[config.mk]
export PLATFORM = sky130hd
export DESIGN_NAME = uart_ring_buffers_idle_frame_top
export DESIGN_NICKNAME = d
export VERILOG_FILES = /design/src/rtl/urbif_pkg.sv /design/src/rtl/urbif_ring.sv /design/src/rtl/uart_ring_buffers_idle_frame_top.sv
export VERILOG_INCLUDE_DIRS = /design/src /design/src/rtl
export SDC_FILE = /design/constraint.sdc
export NUM_CORES = 2
export LEC_CHECK = 0
export BUFFER_PORTS_ARGS = -buffer_cell sky130_fd_sc_hd__buf_2
export CORE_MARGIN = 4
export CORE_UTILIZATION = 35
export CTS_BUF_LIST = sky130_fd_sc_hd__clkbuf_16
export DETAILED_ROUTE_END_ITERATION = 6
export PLACE_DENSITY = 0.57
export SLEW_MARGIN = 20
export SYNTH_ARGS = -nofsm -noshare
export SYNTH_HDL_FRONTEND = slang
export SYNTH_SLANG_ARGS = --single-unit
[constraint.sdc]
create_clock -name clock -period 16.5 [get_ports clock]
set_input_delay 2.475 -clock clock [delete_from_list [all_inputs] [get_ports clock]]
set_output_delay 2.475 -clock clock [all_outputs]
set_load 0.01 [all_outputs]
[src/rtl/assert_macros.svh]
// ----------------------------------------------------------------------------
// Assertion macros
// Shared concurrent assertion wrappers for the UART ring buffer block.
// ----------------------------------------------------------------------------
`ifndef ASSERT_MACROS_SVH
`define ASSERT_MACROS_SVH

// Property checked at every rising clock edge outside reset.
`define ASSERT_CLK(lbl, prop, msg) \
   lbl: assert property (@(posedge clock) disable iff (reset) (prop)) else $error(msg);

// Condition that must never be true outside reset.
`define ASSERT_NEVER(lbl, cond, msg) \
   lbl: assert property (@(posedge clock) disable iff (reset) !(cond)) else $error(msg);

`endif

[src/rtl/urbif_pkg.sv]
// ----------------------------------------------------------------------------
// urbif_pkg
// Types, constants and helpers shared by the UART ring buffer block.
// ----------------------------------------------------------------------------
`default_nettype none

package urbif_pkg;

   localparam int RING_DEPTH = 128;
   localparam int IDX_W      = (RING_DEPTH > 1) ? $clog2(RING_DEPTH) : 1;
   localparam int FILL_W     = $clog2(RING_DEPTH + 1);

   localparam logic [7:0] CH_CR      = 8'h0D;
   localparam logic [7:0] CH_LF      = 8'h0A;
   localparam logic [7:0] IDLE_RESET = 8'd5;

   typedef logic [IDX_W-1:0]  idx_type;
   typedef logic [FILL_W-1:0] fill_type;

   typedef enum logic [1:0] {
      OP_WRITE = 2'd0,
      OP_READ  = 2'd1,
      OP_LINE  = 2'd2,
      OP_TICK  = 2'd3
   } opcode_type;

   typedef struct packed {
      logic push;
      logic pop;
   } ring_ctl_type;

   typedef struct packed {
      fill_type fill;
      logic     full;
      logic     empty;
   } ring_stat_type;

   function automatic idx_type next_idx(idx_type i);
      if (i == idx_type'(RING_DEPTH - 1)) begin
         return '0;
      end
      return i + idx_type'(1);
   endfunction

   // Saturate a fill count to one byte.
   function automatic logic [7:0] sat_count(fill_type n);
      logic [FILL_W+8:0] nw;
      nw = (FILL_W + 9)'(n);
      if (nw > (FILL_W + 9)'(255)) begin
         return 8'hFF;
      end
      return nw[7:0];
   endfunction

endpackage

`default_nettype wire

[src/rtl/urbif_ring.sv]
// ----------------------------------------------------------------------------
// urbif_ring
// Byte ring: one synchronous memory with head, tail and fill count.
// Pop data appears in the read register in the cycle after the pop.
// ----------------------------------------------------------------------------
`default_nettype none
`include "assert_macros.svh"

module urbif_ring (
   input  wire logic                    clock,
   input  wire logic                    reset,
   input  wire urbif_pkg::ring_ctl_type ctl,
   input  wire logic [7:0]              push_data,
   output      urbif_pkg::ring_stat_type status,
   output      logic [7:0]              rd_data
);

   logic [7:0] mem [urbif_pkg::RING_DEPTH];

   urbif_pkg::idx_type  head_ff, head_in;
   urbif_pkg::idx_type  tail_ff, tail_in;
   urbif_pkg::fill_type fill_ff, fill_in;
   logic [7:0]          rd_data_ff;

   always_comb begin
      head_in = ctl.push ? urbif_pkg::next_idx(head_ff) : head_ff;
      tail_in = ctl.pop  ? urbif_pkg::next_idx(tail_ff) : tail_ff;
      case ({ctl.push, ctl.pop})
         2'b10:   fill_in = fill_ff + urbif_pkg::fill_type'(1);
         2'b01:   fill_in = fill_ff - urbif_pkg::fill_type'(1);
         default: fill_in = fill_ff;
      endcase
   end

   always_ff @(posedge clock) begin
      if (reset) begin
         head_ff <= '0;
         tail_ff <= '0;
         fill_ff <= '0;
      end else begin
         head_ff <= head_in;
         tail_ff <= tail_in;
         fill_ff <= fill_in;
      end
   end

   always_ff @(posedge clock) begin
      if (ctl.push) begin
         mem[head_ff] <= push_data;
      end
      // hold read data until the next pop
      if (ctl.pop) begin
         rd_data_ff <= mem[tail_ff];
      end
   end

   assign status.fill  = fill_ff;
   assign status.full  = (fill_ff == urbif_pkg::fill_type'(urbif_pkg::RING_DEPTH));
   assign status.empty = (fill_ff == '0);
   assign rd_data      = rd_data_ff;

   `ASSERT_CLK(a_fill_max, fill_ff <= urbif_pkg::fill_type'(urbif_pkg::RING_DEPTH), "fill beyond depth")
   `ASSERT_CLK(a_empty_ptrs, (fill_ff == '0) |-> (head_ff == tail_ff), "empty ring with split pointers")
   `ASSERT_CLK(a_push_grows, (ctl.push && !ctl.pop) |=> (fill_ff == $past(fill_ff) + urbif_pkg::fill_type'(1)), "push did not grow fill")
   `ASSERT_NEVER(a_pop_empty, ctl.pop && (fill_ff == '0), "pop from empty ring")

endmodule

`default_nettype wire

[src/rtl/uart_ring_buffers_idle_frame_top.sv]
// ----------------------------------------------------------------------------
// uart_ring_buffers_idle_frame_top
// UART buffering unit: transmit ring, receive ring and receive idle timer.
// ----------------------------------------------------------------------------
// Each request passes the idle state, where the ring memories are written or
// read in the transfer cycle, then the work state, where the registered memory
// read data and the updated fill counts are folded into the response register.
// A host write that expands a line feed stores the carriage return in the
// transfer cycle and the line feed when work finishes. A new request is taken
// as soon as the previous response is loaded, while that response still waits
// for rsp_ready; the work state stretches only while an older response is
// still held. The rings need no clearing pass after reset. idle_ticks may be
// written at any time the block is idle; csr_ready is always high.
`default_nettype none
`include "assert_macros.svh"

module uart_ring_buffers_idle_frame_top (
   input  wire logic       clock,
   input  wire logic       reset,
   input  wire logic       req_valid,
   output      logic       req_ready,
   input  wire logic [1:0] req_opcode,
   input  wire logic [7:0] req_data_byte,
   input  wire logic       req_expand_newline,
   input  wire logic       req_line_ready,
   output      logic       rsp_valid,
   input  wire logic       rsp_ready,
   output      logic       rsp_ok,
   output      logic [7:0] rsp_read_byte,
   output      logic       rsp_send_valid,
   output      logic [7:0] rsp_send_byte,
   output      logic       rsp_frame_ready,
   output      logic [7:0] rsp_frame_count,
   output      logic       rsp_overflow,
   input  wire logic       csr_valid,
   output      logic       csr_ready,
   input  wire logic [7:0] csr_idle_ticks
);

   typedef enum logic {
      ST_IDLE,
      ST_WORK
   } state_type;

   state_type               state_ff;
   urbif_pkg::opcode_type   op_ff;
   urbif_pkg::opcode_type   req_op;
   logic [7:0]              data_ff;
   logic                    cr_ff;
   logic                    hit_ff;
   logic                    frame_ff;
   logic                    overflow_ff;
   logic [7:0]              timer_ff, timer_in;
   logic [7:0]              idle_ticks_ff;

   logic                    rsp_valid_ff;
   logic                    rsp_ok_ff;
   logic [7:0]              rsp_read_byte_ff;
   logic                    rsp_send_valid_ff;
   logic [7:0]              rsp_send_byte_ff;
   logic                    rsp_frame_ready_ff;
   logic [7:0]              rsp_frame_count_ff;
   logic                    rsp_overflow_ff;

   urbif_pkg::ring_ctl_type  send_ctl, recv_ctl;
   urbif_pkg::ring_stat_type send_st, recv_st;
   logic [7:0]               send_push_data, send_rd, recv_rd;

   logic req_xfer;
   logic finish;
   logic need_cr;
   logic acc_hit;
   logic acc_frame;
   logic acc_overflow;
   logic fin_ok;

   assign req_op    = urbif_pkg::opcode_type'(req_opcode);
   assign req_ready = (state_ff == ST_IDLE);
   assign req_xfer  = req_valid && req_ready;
   assign finish    = (state_ff == ST_WORK) && (!rsp_valid_ff || rsp_ready);
   assign need_cr   = req_expand_newline && (req_data_byte == urbif_pkg::CH_LF);
   assign csr_ready = 1'b1;

   always_comb begin
      acc_hit      = 1'b0;
      acc_frame    = 1'b0;
      acc_overflow = 1'b0;
      timer_in     = timer_ff;
      send_ctl     = '0;
      recv_ctl     = '0;
      // transfer cycle: the carriage return or the plain byte; work state: the line feed
      send_push_data = (state_ff == ST_IDLE) ?
                       (need_cr ? urbif_pkg::CH_CR : req_data_byte) : data_ff;

      if (req_xfer) begin
         case (req_op)
            urbif_pkg::OP_WRITE: begin
               acc_hit       = !send_st.full;
               send_ctl.push = !send_st.full;
            end
            urbif_pkg::OP_READ: begin
               acc_hit      = !recv_st.empty;
               recv_ctl.pop = !recv_st.empty;
            end
            urbif_pkg::OP_LINE: begin
               // drop the byte on a full ring and end the frame at once
               acc_frame     = recv_st.full;
               acc_overflow  = recv_st.full;
               recv_ctl.push = !recv_st.full;
               timer_in      = recv_st.full ? 8'd0 : idle_ticks_ff;
            end
            urbif_pkg::OP_TICK: begin
               acc_hit      = req_line_ready && !send_st.empty;
               send_ctl.pop = req_line_ready && !send_st.empty;
               if (timer_ff != 8'd0) begin
                  timer_in  = timer_ff - 8'd1;
                  acc_frame = (timer_ff == 8'd1);
               end
            end
            default: begin
               acc_hit = 1'b0;
            end
         endcase
      end

      if (finish && (op_ff == urbif_pkg::OP_WRITE) && cr_ff && hit_ff) begin
         send_ctl.push = !send_st.full;
      end
   end

   always_comb begin
      case (op_ff)
         urbif_pkg::OP_WRITE: fin_ok = cr_ff ? (hit_ff && !send_st.full) : hit_ff;
         urbif_pkg::OP_READ:  fin_ok = hit_ff;
         default:             fin_ok = 1'b0;
      endcase
   end

   always_ff @(posedge clock) begin
      if (reset) begin
         state_ff      <= ST_IDLE;
         rsp_valid_ff  <= 1'b0;
         timer_ff      <= 8'd0;
         idle_ticks_ff <= urbif_pkg::IDLE_RESET;
      end else begin
         timer_ff <= timer_in;
         if (csr_valid && csr_ready) begin
            idle_ticks_ff <= csr_idle_ticks;
         end
         if (finish) begin
            rsp_valid_ff <= 1'b1;
         end else if (rsp_ready) begin
            rsp_valid_ff <= 1'b0;
         end
         case (state_ff)
            ST_IDLE: begin
               if (req_xfer) begin
                  state_ff    <= ST_WORK;
                  op_ff       <= req_op;
                  data_ff     <= req_data_byte;
                  cr_ff       <= need_cr;
                  hit_ff      <= acc_hit;
                  frame_ff    <= acc_frame;
                  overflow_ff <= acc_overflow;
               end
            end
            ST_WORK: begin
               if (finish) begin
                  state_ff           <= ST_IDLE;
                  rsp_ok_ff          <= fin_ok;
                  rsp_read_byte_ff   <= ((op_ff == urbif_pkg::OP_READ) && hit_ff) ?
                                        recv_rd : 8'd0;
                  rsp_send_valid_ff  <= (op_ff == urbif_pkg::OP_TICK) && hit_ff;
                  rsp_send_byte_ff   <= ((op_ff == urbif_pkg::OP_TICK) && hit_ff) ?
                                        send_rd : 8'd0;
                  rsp_frame_ready_ff <= frame_ff;
                  rsp_frame_count_ff <= frame_ff ? urbif_pkg::sat_count(recv_st.fill) : 8'd0;
                  rsp_overflow_ff    <= overflow_ff;
               end
            end
            default: begin
               state_ff <= ST_IDLE;
            end
         endcase
      end
   end

   urbif_ring u_send_ring (
      .clock     (clock),
      .reset     (reset),
      .ctl       (send_ctl),
      .push_data (send_push_data),
      .status    (send_st),
      .rd_data   (send_rd)
   );

   urbif_ring u_recv_ring (
      .clock     (clock),
      .reset     (reset),
      .ctl       (recv_ctl),
      .push_data (req_data_byte),
      .status    (recv_st),
      .rd_data   (recv_rd)
   );

   assign rsp_valid       = rsp_valid_ff;
   assign rsp_ok          = rsp_ok_ff;
   assign rsp_read_byte   = rsp_read_byte_ff;
   assign rsp_send_valid  = rsp_send_valid_ff;
   assign rsp_send_byte   = rsp_send_byte_ff;
   assign rsp_frame_ready = rsp_frame_ready_ff;
   assign rsp_frame_count = rsp_frame_count_ff;
   assign rsp_overflow    = rsp_overflow_ff;

   `ASSERT_CLK(a_xfer_work, req_xfer |=> (state_ff == ST_WORK), "transfer did not start work")
   `ASSERT_CLK(a_finish_rsp, finish |=> rsp_valid_ff, "finished item left no response")
   `ASSERT_NEVER(a_send_ok, rsp_valid_ff && rsp_send_valid_ff && rsp_ok_ff, "send and ok together")
   `ASSERT_NEVER(a_ovf_frame, rsp_valid_ff && rsp_overflow_ff && !rsp_frame_ready_ff, "overflow without frame")

endmodule

`default_nettype wire
==> impl_summary.log <==
INFO  metric dpl_cell_area = around 89000 um^2
INFO  metric pin_count_of_the_biggest_net_entering_global_routing = approximately 110
INFO  metric port_buffers = 54
INFO  metric complex_gate_fraction_of_the_synthesized_area = 0.03941
INFO  metric post_synthesis_sequential_element_count = ~2200
INFO  metric die_area = approximately 250000 um^2
INFO  metric post_synth_instance_area = between 80000 and 90000 um^2
INFO  metric synthXorXnorAreaFrac = 0.003289
INFO  metric detail_route.wirelength = 218.7 mm
INFO  metric achievable-frequency = about 190 MHz
INFO  metric dr_total_vias = around 43000
INFO  metric cts-hold-fix-buffers = 0
INFO  metric post_cts_resize_count = 0
INFO  metric worst_skew_pair_later_pin_latency = around 840 ps
INFO  metric place.gp.congestion = roughly 0.86
INFO  metric intPower = ~0.009 W
INFO  metric critical_path_arrival = about 5800 ps
INFO  metric final_area = 95660 um^2
INFO  metric yosys.area_share.adder = 0.002878
INFO  metric remaining_antenna_violation_count = 0
INFO  metric grt-ovfl-total = 0
INFO  metric via_count_normalized_by_instance_count = 5.504
INFO  metric drtIter0Drc = 5291
INFO  metric start_util = 0.3530
INFO  metric layout.filler_cells = about 22000
INFO  metric reg_top3 = u_recv_ring.mem: 1024 flops, u_send_ring.mem: 1024 flops
INFO  metric crit_path_max_incr_delay = roughly 770 ps
INFO  metric layout_worst_path_cycle_share = 0.3247
INFO  metric power_density_normalized_to_cell_area = 115.7 nW/um^2
INFO  metric clk_pin_slew = around 60 ps
INFO  metric worst_r2r_end = u_recv_ring.rd_data[3]$_DFFE_PP_
INFO  metric root_buffer = sky130_fd_sc_hd__clkbuf_16
INFO  metric worst-path-max-fanout = 9
INFO  metric area_growth_syn_to_layout = 12.26%
INFO  metric timing.reg2reg.setup_slack = 11170 ps
INFO  metric avgRoutedWirePerCell = 27.93 um
INFO  metric synth.net_count = approximately 4400
INFO  metric design.core.area = around 240000 um^2
INFO  metric pwr-share-seq = 0.550
INFO  metric std_cell_rows = 180
INFO  metric min_delay_worst_type = flip-flop to flip-flop
INFO  metric required_time_of_the_worst_setup_path = around 17000 ps
INFO  metric nNetsFinal = between 4000 and 5000
INFO  metric finalHoldViolations = 0
INFO  metric post_synth_inst_count = roughly 4400
INFO  metric power.share.switching = 0.2020
INFO  metric maxCapViolCount = 0
INFO  metric final.setup_skew = between 30 and 40 ps
INFO  metric post-route-util = 0.3962
INFO  metric vdd.ir_drop.worst = ~0.00012 V
INFO  metric yosys_warnings = 0
INFO  metric crit_path_end = u_recv_ring.mem[66][2]$_DFFE_PP_
INFO  metric synth_simple_gate_area_share = 0.03925
INFO  metric max_slew.worst_pin.slew = between 1000 and 1500 ps
INFO  metric combinationalPowerShare = 0.021
INFO  metric yosys.cell_types.count = between 80 and 90
INFO  metric worst_flop_to_flop_path_startpoint = u_recv_ring.tail_ff[1]$_SDFFE_PP0P_
INFO  metric die-width = 501.4 um
INFO  metric worstPathCellList = buf_2 > nand2b_1 > a311oi_2 > inv_2 > nor2_2 > nand3b_1 > buf_4 > nor2_1
INFO  metric outcome = complete, no violations
INFO  metric timing_worst_setup_path_type = input port to flip-flop
INFO  metric r2r.worst_path.cells = 7
INFO  metric grtUsageTotal = 0.1714
INFO  metric leading_cell_type_by_number_of_instances_after_synthesis = sky130_fd_sc_hd__edfxtp_1
INFO  metric slew_violations = 0
INFO  metric setup_tns_final = 0 ps
INFO  metric die_y = roughly 500 um
INFO  metric post-route-drc-count = 0
INFO  metric post-synth-top-area-cell = sky130_fd_sc_hd__edfxtp_1
INFO  metric synthFlopType = sky130_fd_sc_hd__edfxtp_1
INFO  metric multi_input_comb_area = ~19000 um^2
INFO  metric drt_pre_antenna_iters = 5
INFO  metric clock_tree.htree_level_count = 4
INFO  metric synth_top_area_share = 0.7421
INFO  metric main_combinational_cell_family_by_area_after_synthesis = multiplexers
INFO  metric clock_tree_from_tritoncts = yes
INFO  metric cts-buffers-inserted = about 200
INFO  metric timing.max_slew.rel_slack = 0.2016
INFO  metric cts.sinks = approximately 2200
INFO  metric number_of_enable_type_register_cells_in_the_synthesized_netlist = ~2100
INFO  metric io_pins = 56
INFO  metric synth.yosys.seq_area_share = 0.7567
INFO  metric worstSetupStartpointType = input port
INFO  metric synthesis.area_per_instance = between 15 and 20 um^2
INFO  metric layout.area.seq = ~65000 um^2
INFO  metric layout-drive-gt1-share = 0.1950
INFO  metric async_flop_share = 0
INFO  metric half_perimeter_wire_length_after_placement = about 130 mm
INFO  metric vias_in_the_first_global_route = 42950
INFO  metric clock_path_buffers = 3
INFO  metric pwr-share-clk = 0.429
INFO  metric grt_antenna_before_repair = 7
INFO  metric number_of_failing_setup_endpoints_in_the_final_timing_report = 0
INFO  metric worstSetupEndpointType = flip-flop
INFO  metric static-leakage-power = roughly 28 nW
INFO  metric post_layout_minimum_cycle_time = 5357 ps
INFO  metric critical_path.slowest_cell = sky130_fd_sc_hd__nand3b_1
INFO  metric net-switching-power = 0.002236 W
INFO  metric post-cts-setup-buffer-count = 0
INFO  metric multiplexer_area_fraction_after_synthesis = 0.1410
INFO  metric worstSetupStartpoint = req_opcode[0]
INFO  metric setup_repair_after_global_routing_missed_its_margin = false
INFO  metric yosys-top-cells-area = sky130_fd_sc_hd__edfxtp_1 (74%), sky130_fd_sc_hd__mux4_2 (11%), sky130_fd_sc_hd__mux2i_1 (3.2%), sky130_fd_sc_hd__nor2_1 (1.7%), sky130_fd_sc_hd__dfxtp_1 (1.5%)
INFO  metric grt_first_pass_wirelength = roughly 320 mm
INFO  metric netlist_top_cells_count = sky130_fd_sc_hd__edfxtp_1 (2106), sky130_fd_sc_hd__mux4_2 (405), sky130_fd_sc_hd__nor2_1 (375), sky130_fd_sc_hd__mux2i_1 (269), sky130_fd_sc_hd__nand2_1 (115)
-- power groups by stage --
| stage | logic [W] | clock network, W | registers, W |
|---|---|---|---|
| after floorplan | 0.0000979 | 0 | 0.00621 |
| after global placement | 0.000232 | 0 | 0.00621 |
| after detailed placement | 0.000238 | 0 | 0.00621 |
| after CTS | 0.000237 | 0.00483 | 0.00609 |
| after global routing | 0.000249 | 0.00506 | 0.00609 |
| final | 0.000230 | 0.00475 | 0.00609 |
-- layout make-up --
cell class	instances	area share
sequential	2168	0.6743
multi-input combinational	1932	0.2025
clock buffer	210	0.05493
tap	3185	0.04166
clock inverter	170	0.01555
timing repair buffer	138	0.01015
inverter	19	0.0007455
antenna	8	0.0002093
-- worst min path at each step --
stage / depth (start not counted) / end / slack [ps] / start
2_1_floorplan: 0 / rsp_overflow$_DFFE_PP_ / 400 / overflow_ff$_SDFFCE_PP0P_
5_1_grt: 0 / rsp_overflow$_DFFE_PP_ / 440 / overflow_ff$_SDFFCE_PP0P_
3_3_place_gp: 0 / rsp_overflow$_DFFE_PP_ / 410 / overflow_ff$_SDFFCE_PP0P_
4_1_cts: 0 / rsp_overflow$_DFFE_PP_ / 420 / overflow_ff$_SDFFCE_PP0P_
3_5_place_dp: 0 / rsp_overflow$_DFFE_PP_ / 410 / overflow_ff$_SDFFCE_PP0P_
6_report: 0 / rsp_overflow$_DFFE_PP_ / 420 / overflow_ff$_SDFFCE_PP0P_
-- routing by layer --
metal,vias to the layer above,track usage,share of wire
met5,-,0,0.000059
met4,2,0.04116,0.022
met3,285,0.03003,0.074
met2,1741,0.2679,0.47
met1,22950,0.2501,0.44
li1,18110,-,-
-- cells by family after synthesis --
group	after synthesis
multiplexers	692
buffers and inverters	270
AND/OR/NAND/NOR	732
XOR/XNOR	32
flip-flops	2168
adder cells (fa/ha/maj)	19
AO/OA/AOI/OAI	456
other	1
-- cell usage in the layout (no fill, tap or decap), types with 9 or more instances in the layout --
cell type / count
sky130_fd_sc_hd__a2111oi_0: 25
sky130_fd_sc_hd__a211oi_1: 33
sky130_fd_sc_hd__a21oi_1: 71
sky130_fd_sc_hd__a221oi_1: 16
sky130_fd_sc_hd__a22o_1: 30
sky130_fd_sc_hd__a22oi_1: 79
sky130_fd_sc_hd__a31oi_1: 13
sky130_fd_sc_hd__and2_1: 30
sky130_fd_sc_hd__and3_1: 20
sky130_fd_sc_hd__buf_2: 46
sky130_fd_sc_hd__buf_4: 88
sky130_fd_sc_hd__bufinv_16: 26
sky130_fd_sc_hd__clkbuf_16: 210
sky130_fd_sc_hd__clkinv_1: 50
sky130_fd_sc_hd__clkinv_2: 36
sky130_fd_sc_hd__clkinvlp_4: 14
sky130_fd_sc_hd__dfxtp_1: 55
sky130_fd_sc_hd__edfxtp_1: 2106
sky130_fd_sc_hd__ha_1: 18
sky130_fd_sc_hd__inv_1: 51
sky130_fd_sc_hd__mux2_2: 13
sky130_fd_sc_hd__mux2i_1: 269
sky130_fd_sc_hd__mux4_2: 405
sky130_fd_sc_hd__nand2_1: 111
sky130_fd_sc_hd__nand2b_1: 13
sky130_fd_sc_hd__nand3_1: 42
sky130_fd_sc_hd__nand4_1: 9
sky130_fd_sc_hd__nor2_1: 372
sky130_fd_sc_hd__nor2b_1: 36
sky130_fd_sc_hd__nor3_1: 37
sky130_fd_sc_hd__o211ai_1: 9
sky130_fd_sc_hd__o21ai_0: 35
sky130_fd_sc_hd__o221ai_1: 28
sky130_fd_sc_hd__o22ai_1: 36
sky130_fd_sc_hd__o32a_1: 9
sky130_fd_sc_hd__xnor2_1: 18
sky130_fd_sc_hd__xor2_1: 14
-- worst max-delay path: cells and delay by family --
kind,cells,cell delay [ps]
compound gates,1,680
simple gates,4,1820
buf+inv,3,820
-- through the flow --
stage          instances  hold WS (ps)  power [W]  setup WS, ps
5_1_grt             7828         441.8    0.01140         10950
2_1_floorplan       4370         400.3   0.006309          7560
3_5_place_dp        7442         405.4   0.006444         10200
6_report            7830         419.0    0.01107         11140
4_1_cts             7822         422.2    0.01115         11130
3_3_place_gp        7442         406.0   0.006438         10320
Note: power is estimated with default switching activity, not from simulation.
